### config.mk
export PLATFORM = sky130hd
export DESIGN_NAME = buzzer_pattern_sequencer
export DESIGN_NICKNAME = d
export VERILOG_FILES = /design/src/hw/rtl/bps_pkg.sv /design/src/hw/rtl/bps_step.sv /design/src/hw/rtl/buzzer_pattern_sequencer.sv
export SDC_FILE = /design/constraint.sdc
export NUM_CORES = 1
export LEC_CHECK = 0
export BUFFER_PORTS_ARGS = -buffer_cell sky130_fd_sc_hd__buf_4
export CAP_MARGIN = 20
export CORE_ASPECT_RATIO = 0.75
export CORE_UTILIZATION = 64
export DETAILED_ROUTE_END_ITERATION = 16
export PLACE_DENSITY = 0.86
export REMOVE_ABC_BUFFERS = 1
export SETUP_SLACK_MARGIN = 0.05
export SYNTH_ARGS = -nofsm -noshare
export SYNTH_HDL_FRONTEND = slang
export SYNTH_SLANG_ARGS = --single-unit
### constraint.sdc
create_clock -name clk -period 5.5 [get_ports clk]
set_input_delay 0.825 -clock clk [delete_from_list [all_inputs] [get_ports clk]]
set_output_delay 0.825 -clock clk [all_outputs]
set_load 0.05 [all_outputs]
### src/hw/rtl/bps_pkg.sv
package bps_pkg;

  localparam int TIME_BITS = 16;
  localparam int LEN_BITS  = 16;
  localparam int CMP_BITS  = (TIME_BITS > LEN_BITS) ? TIME_BITS : LEN_BITS;
  localparam int IDX_BITS  = 3;
  localparam int PAT_BITS  = 3;
  localparam int CFG_IDX_BITS = 4;
  localparam int CFG_DATA_BITS = 16;

  localparam logic [CFG_IDX_BITS-1:0] REG_MUTE_ENABLE     = CFG_IDX_BITS'(0);
  localparam logic [CFG_IDX_BITS-1:0] REG_CHIRP_LENGTH_MS = CFG_IDX_BITS'(1);

  localparam logic CMD_TICK = 1'b0;
  localparam logic CMD_PLAY = 1'b1;

  localparam logic [PAT_BITS-1:0] PAT_NONE   = 3'd0;
  localparam logic [PAT_BITS-1:0] PAT_CHIRP  = 3'd1;
  localparam logic [PAT_BITS-1:0] PAT_DOUBLE = 3'd2;
  localparam logic [PAT_BITS-1:0] PAT_LONG   = 3'd3;
  localparam logic [PAT_BITS-1:0] PAT_ALARM  = 3'd4;

  localparam logic [LEN_BITS-1:0] GAP_MS        = 16'd70;
  localparam logic [LEN_BITS-1:0] LONG_MS       = 16'd400;
  localparam logic [LEN_BITS-1:0] ALARM_ON_MS   = 16'd200;
  localparam logic [LEN_BITS-1:0] ALARM_OFF_MS  = 16'd150;
  localparam logic [LEN_BITS-1:0] ALARM_REST_MS = 16'd600;

  localparam logic [TIME_BITS-1:0] TIME_MAX = {TIME_BITS{1'b1}};

  typedef struct packed {
    logic                cmd;
    logic [PAT_BITS-1:0] pattern_code;
  } in_item_t;

  typedef struct packed {
    logic tone_on;
    logic playing;
  } out_item_t;

  typedef struct packed {
    logic                 active;
    logic [PAT_BITS-1:0]  pattern;
    logic [IDX_BITS-1:0]  seg_idx;
    logic [TIME_BITS-1:0] elapsed;
    logic                 tone;
  } seq_state_t;

  typedef struct packed {
    logic                on;
    logic                chirp;
    logic [LEN_BITS-1:0] ms;
  } seg_t;

  function automatic seg_t seg_lookup(logic [PAT_BITS-1:0] pat, logic [IDX_BITS-1:0] idx);
    seg_t s;
    s = '{on: 1'b0, chirp: 1'b0, ms: '0};
    case (pat)
      PAT_CHIRP: begin
        if (idx == 3'd0) s = '{on: 1'b1, chirp: 1'b1, ms: '0};
      end
      PAT_DOUBLE: begin
        case (idx)
          3'd0: s = '{on: 1'b1, chirp: 1'b1, ms: '0};
          3'd1: s = '{on: 1'b0, chirp: 1'b0, ms: GAP_MS};
          3'd2: s = '{on: 1'b1, chirp: 1'b1, ms: '0};
          default: s = '{on: 1'b0, chirp: 1'b0, ms: '0};
        endcase
      end
      PAT_LONG: begin
        if (idx == 3'd0) s = '{on: 1'b1, chirp: 1'b0, ms: LONG_MS};
      end
      PAT_ALARM: begin
        case (idx)
          3'd0, 3'd2, 3'd4: s = '{on: 1'b1, chirp: 1'b0, ms: ALARM_ON_MS};
          3'd1, 3'd3:       s = '{on: 1'b0, chirp: 1'b0, ms: ALARM_OFF_MS};
          3'd5:             s = '{on: 1'b0, chirp: 1'b0, ms: ALARM_REST_MS};
          3'd6:             s = '{on: 1'b1, chirp: 1'b0, ms: '0};
          default:          s = '{on: 1'b0, chirp: 1'b0, ms: '0};
        endcase
      end
      default: s = '{on: 1'b0, chirp: 1'b0, ms: '0};
    endcase
    return s;
  endfunction

endpackage

### src/hw/rtl/bps_step.sv
module bps_step
  import bps_pkg::*;
(
  input  in_item_t            item,
  input  seq_state_t          cur,
  input  logic                mute_enable,
  input  logic [LEN_BITS-1:0] chirp_length_ms,
  output seq_state_t          nxt
);

  seg_t                 seg;
  seg_t                 first_seg;
  seg_t                 restart_seg;
  seg_t                 next_seg;
  logic [LEN_BITS-1:0]  seg_len;
  logic [TIME_BITS-1:0] elapsed_inc;
  logic                 start_code;

  always_comb begin
    seg         = seg_lookup(cur.pattern, cur.seg_idx);
    first_seg   = seg_lookup(item.pattern_code, '0);
    restart_seg = seg_lookup(cur.pattern, '0);
    next_seg    = seg_lookup(cur.pattern, cur.seg_idx + IDX_BITS'(1));
    seg_len   = seg.chirp ? chirp_length_ms : seg.ms;
    elapsed_inc = (cur.elapsed == TIME_MAX) ? cur.elapsed : cur.elapsed + TIME_BITS'(1);
    start_code = (item.pattern_code inside {[PAT_CHIRP:PAT_ALARM]});
    nxt = cur;
    if (item.cmd == CMD_PLAY) begin
      if (!(mute_enable && item.pattern_code != PAT_ALARM)) begin
        if (start_code) begin
          nxt.pattern = item.pattern_code;
          nxt.seg_idx = '0;
          nxt.elapsed = '0;
          nxt.active  = 1'b1;
          nxt.tone    = first_seg.on;
        end else begin
          nxt.active = 1'b0;
          nxt.tone   = 1'b0;
        end
      end
    end else if (cur.active) begin
      if (seg_len == '0) begin
        if (cur.pattern == PAT_ALARM) begin
          nxt.seg_idx = '0;
          nxt.elapsed = '0;
          nxt.tone    = restart_seg.on;
        end else begin
          nxt.active = 1'b0;
          nxt.tone   = 1'b0;
        end
      end else if (CMP_BITS'(elapsed_inc) >= CMP_BITS'(seg_len)) begin
        nxt.seg_idx = cur.seg_idx + IDX_BITS'(1);
        nxt.elapsed = '0;
        nxt.tone    = next_seg.on;
      end else begin
        nxt.elapsed = elapsed_inc;
      end
    end
  end

endmodule

### src/hw/rtl/buzzer_pattern_sequencer.sv
// channel | signals                         | transfer when
// in      | in_valid, in_ready, in_data     | in_valid & in_ready
// out     | out_valid, out_ready, out_data  | out_valid & out_ready
// cfg     | cfg_valid, cfg_ready, cfg_index, cfg_data | cfg_valid & cfg_ready
// one item per cycle while in_ready is high; each result is registered
// state update is one pass through the segment rom and one 16-bit compare
// a skid register behind the output register holds one result while the output stalls
// in_ready drops only while the skid register holds a result; cfg_ready is always high
// synchronous active-low reset: idle, tone off, mute off, chirp length 50 ms
module buzzer_pattern_sequencer
  import bps_pkg::*;
(
  input  logic                     clk,
  input  logic                     rst_n,
  input  logic                     in_valid,
  output logic                     in_ready,
  input  in_item_t                 in_data,
  output logic                     out_valid,
  input  logic                     out_ready,
  output out_item_t                out_data,
  input  logic                     cfg_valid,
  output logic                     cfg_ready,
  input  logic [CFG_IDX_BITS-1:0]  cfg_index,
  input  logic [CFG_DATA_BITS-1:0] cfg_data
);

  seq_state_t          st_r, st_nxt;
  logic                mute_r;
  logic [LEN_BITS-1:0] chirp_len_r;
  logic                out_valid_r, skid_valid_r;
  out_item_t           out_data_r, skid_data_r, res;
  logic                push, pop;

  bps_step u_step (
    .item            (in_data),
    .cur             (st_r),
    .mute_enable     (mute_r),
    .chirp_length_ms (chirp_len_r),
    .nxt             (st_nxt)
  );

  assign in_ready  = !skid_valid_r;
  assign cfg_ready = 1'b1;
  assign push      = in_valid && in_ready;
  assign pop       = out_valid_r && out_ready;
  assign out_valid = out_valid_r;
  assign out_data  = out_data_r;
  assign res       = '{tone_on: st_nxt.tone, playing: st_nxt.active};

  always_ff @(posedge clk) begin
    if (!rst_n) begin
      mute_r      <= 1'b0;
      chirp_len_r <= LEN_BITS'(50);
    end else if (cfg_valid) begin
      if (cfg_index == REG_MUTE_ENABLE) mute_r <= cfg_data[0];
      else if (cfg_index == REG_CHIRP_LENGTH_MS) chirp_len_r <= cfg_data[LEN_BITS-1:0];
    end
  end

  always_ff @(posedge clk) begin
    if (!rst_n) begin
      st_r <= '{active: 1'b0, pattern: PAT_NONE, seg_idx: '0, elapsed: '0, tone: 1'b0};
    end else if (push) begin
      st_r <= st_nxt;
    end
  end

  always_ff @(posedge clk) begin
    if (!rst_n) begin
      out_valid_r  <= 1'b0;
      skid_valid_r <= 1'b0;
    end else if (skid_valid_r) begin
      if (pop) begin
        out_data_r   <= skid_data_r;
        skid_valid_r <= 1'b0;
      end
    end else if (push) begin
      if (!out_valid_r || pop) begin
        out_data_r  <= res;
        out_valid_r <= 1'b1;
      end else begin
        skid_data_r  <= res;
        skid_valid_r <= 1'b1;
      end
    end else if (pop) begin
      out_valid_r <= 1'b0;
    end
  end

  // skid only fills behind a held result
  a_skid_behind_out: assert property (@(posedge clk) disable iff (!rst_n)
    skid_valid_r |-> out_valid_r)
    else $error("skid register full with output register empty");

  // tone is only driven within an active pattern
  a_tone_needs_active: assert property (@(posedge clk) disable iff (!rst_n)
    st_r.tone |-> st_r.active)
    else $error("tone on while idle");

  // no pattern reaches the last rom slot
  a_seg_in_range: assert property (@(posedge clk) disable iff (!rst_n)
    st_r.seg_idx != {IDX_BITS{1'b1}})
    else $error("segment index out of range");

  // an accepted alarm request restarts cleanly
  a_alarm_restart: assert property (@(posedge clk) disable iff (!rst_n)
    (push && in_data.cmd == CMD_PLAY && in_data.pattern_code == PAT_ALARM) |=>
      (st_r.active && st_r.tone && st_r.elapsed == '0 && st_r.seg_idx == '0))
    else $error("alarm request did not restart the pattern");

endmodule
==> reports/results.ini <==
[synth]
yosysSeqAreaShare_pct = 31.0
async_reset_ff_share_pct = 0
yosys.area_share.adder_pct = 9.50
syn_area_per_cell_um2 = 8.10
synth_compound_area_share_pct = 23.2
synth_top_family_by_area = simple AND/OR/NAND/NOR gates
synth-xor-area-share_pct = 1.94
netlist_area_mm2 = 0.00316
synth_top_area_share_pct = 27.2
yosys-top-cells-area = dfxtp_1 (27%), ha_1 (9.5%), nand2_1 (8.6%)
yosys.cell_types.count = 57
synthesis.instances = 390
yosys.area_share.simple_pct = 25.7
muxShareOfSynthArea_pct = 3.92
yosysTopAreaCell = dfxtp_1
synth_edf_count = 4
yosys_warnings = 0
synth_seq_cells = 47
ys.flop_type = dfxtp_1

[detailed_routing]
vias = 2922
route.detailed.wl_per_inst_um = 15.5
wl_met1_um = 3430
totalWireLength_um = 7270
routed.top_layer = met4
wl_met2_um = 3380
drt_iter0_drc = 213
met3_length_um = 376
routed_via_density = 6.22
antenna_left = 0
first_pass_iters = 5
drc = 0

[die]
die_w_um = 83.1
start_util_pct = 68.7
die-area_mm2 = 0.00522
fp-row-count = 21
io_pins = 34
dieHeight_um = 62.8
core_mm2 = 0.00460

[timing]
tns_ns = 0
rsz0062_at_grt = false
setup_violations = 0
drv_slew = 0
finalCritPeriodShare_pct = 80.2
worstMarginPinSlew_ns = 0.841
finalWorstSetupSlack_ns = 1.09
final_hold_viol_count = 0
hold_slack_ns = 0.477
skew_ns = 0.00830
slew_headroom_pct = 43.8
post-route-min-period_ns = 4.41
max_freq_mhz = 227

[cts]
cts_made_buffers = 5
cts_max_path_buffers = 2
hold_buffers = 0
clk_latency_ns = 0.31
clkTransAtPathRegs_ns = 0.09
cts_resized = 0
cts_setup_buffers = 0
cts_root_buf = clkbuf_8
clkSinkCount = 47
h-tree-depth = 2
cts_tree = yes

[placement]
dp_slack_ns = 1.30
portBuffers = 32
gp_congestion = 0.903
dp_hpwl_um = 5370

[pwr]
peakVddDrop_mv = 0.135
p_leak_nw = 1.47
power_density_mw_per_mm2 = 193

[cells_and_area]
drive_above_1_share_pct = 12.6
area_growth_pct = 9.90
fillers = 362
diodes = 0
nets = 465

[worst_setup_path]
crit_arrival_ns = 4.66
end_kind = flip-flop
max_stage_delay_ns = 0.55
crit_family = simple AND/OR/NAND/NOR gates
worst_path_max_delay_cell = nor3_1
required_ns = 5.75
startpoint_type = flip-flop
path_buf_inv = 0
r2r_cells = 15
crit_chain = ha_1 -> nand3_1 -> nor3_1 -> nand2_1 -> nand2b_1 -> or3_1 -> nand2_1 -> ha_1 -> a21o_1 -> a211oi_1 -> o21ai_0 -> a21oi_1 -> o2111ai_2 -> nor2_1 -> a22o_1
worst-setup-path-type = reg2reg
cp_num_cells = 15
cp_max_fo = 8

[global_routing]
grt_max_degree = 36
grt_pass1_wl_um = 12400
track_usage_pct = 29.4
grt_pass1_vias = 2677
grt_overflow = 0
antenna_found_initial = 0

[worst_hold_path]
hold_depth = 2
hold_path.class = reg2reg

[run_status]
outcome = complete, no violations

[job]
drv_cap = 0

[final cells by class]
| class | count | area [µm²] | share of cell area [%] |
|---|---|---|---|
| clock buffers | 7 | 86.3 | 2.49 |
| repair buffers | 32 | 240 | 6.92 |
| clock inverters | 1 | 8.76 | 0.252 |
| well taps | 57 | 71.3 | 2.05 |
| inverters | 14 | 52.6 | 1.51 |
| multi-input cells | 312 | 2030 | 58.5 |
| flip-flops and latches | 47 | 981 | 28.3 |
[Yosys cell counts, drive strengths merged (10+ instances only)]
library cell	number
nand2	72
dfxtp	43
a21oi	24
ha	24
nor2	20
o21ai	16
a21boi	15
inv	14
nand3	13
nor2b	13
clkbuf	10
[flip-flops by register name, summed over array words and instances, names as in the netlist]
name and cells:
chirp_len_r 16, skid_data_r 2, skid_valid_r 1, out_valid 1
out_data 2, st_r 24, mute_r 1
[through the flow]
step | area [µm²] | std cells | util (%) | power, mW
global placement | 3380 | 462 | 73.4 | 0.450
finish | 3470 | 470 | 75.5 | 0.672
detailed placement | 3380 | 462 | 73.4 | 0.453
floorplan | 3070 | 373 | - | 0.418
CTS | 3470 | 470 | 75.5 | 0.674
global route | 3470 | 470 | 75.5 | 0.702
[worst paths after layout]
check	from	endpoint	slack, ns
worst max-delay path	st_r[1]	st_r[3]	1.09
worst min-delay path	chirp_len_r[7]	chirp_len_r[7]	0.48
worst max register to register	st_r[1]	st_r[3]	1.09
worst min register to register	chirp_len_r[7]	chirp_len_r[7]	0.48
[power by group]
group	total (mW)	internal, mW	switching [mW]
combinational	0.0901	0.0386	0.0515
clock	0.225	0.103	0.122
sequential	0.357	0.351	0.00599
[cells in the final DEF (no fill, tap or decap), types with 2 or more instances in the layout]
master / Yosys / routed
nand2b_1: 8 / 8
mux2_2: 3 / 3
nor2b_1: 12 / 12
clkbuf_8: 0 / 6
a32oi_1: 2 / 2
a21oi_1: 24 / 24
edfxtp_1: 4 / 4
dfxtp_1: 43 / 43
nand2_1: 72 / 72
and4_1: 3 / 3
o211ai_1: 3 / 3
a21o_1: 9 / 9
xnor2_1: 5 / 5
o21a_1: 6 / 6
mux2i_1: 9 / 9
or3_1: 8 / 8
nor4_1: 3 / 3
a31oi_1: 3 / 3
nor3b_1: 4 / 4
o21ai_0: 15 / 15
a31o_2: 2 / 2
nor3_1: 6 / 6
nor2_1: 20 / 20
and2_1: 5 / 5
a21boi_0: 15 / 15
inv_1: 14 / 14
xor2_1: 2 / 2
nand3_1: 13 / 13
buf_4: 1 / 32
nand4_1: 2 / 2
a22o_1: 8 / 8
a2111oi_0: 2 / 2
or2_2: 2 / 2
ha_1: 24 / 24
and3_1: 2 / 2
[tightest hold or removal path: stages, from the launching register on]
cell      delay [ns]
dfxtp_1         0.32
nand2_1         0.05
a21boi_0        0.06
[routing by layer]
metal / vias to the layer above / GRT usage (%)
met5: - / 0
met2: 101 / 49.5
met3: 10 / 4.89
met4: 0 / 7.33
met1: 1376 / 39.3
li1: 1435 / -
[cells by family after synthesis]
logic type      after synthesis
flops                        47
fa+ha+maj                    24
buf+inv                      31
compound gates              103
other cells                   1
mux                          12
simple gates                165
xor+xnor                      7
Power figures use the tool's default switching activity.
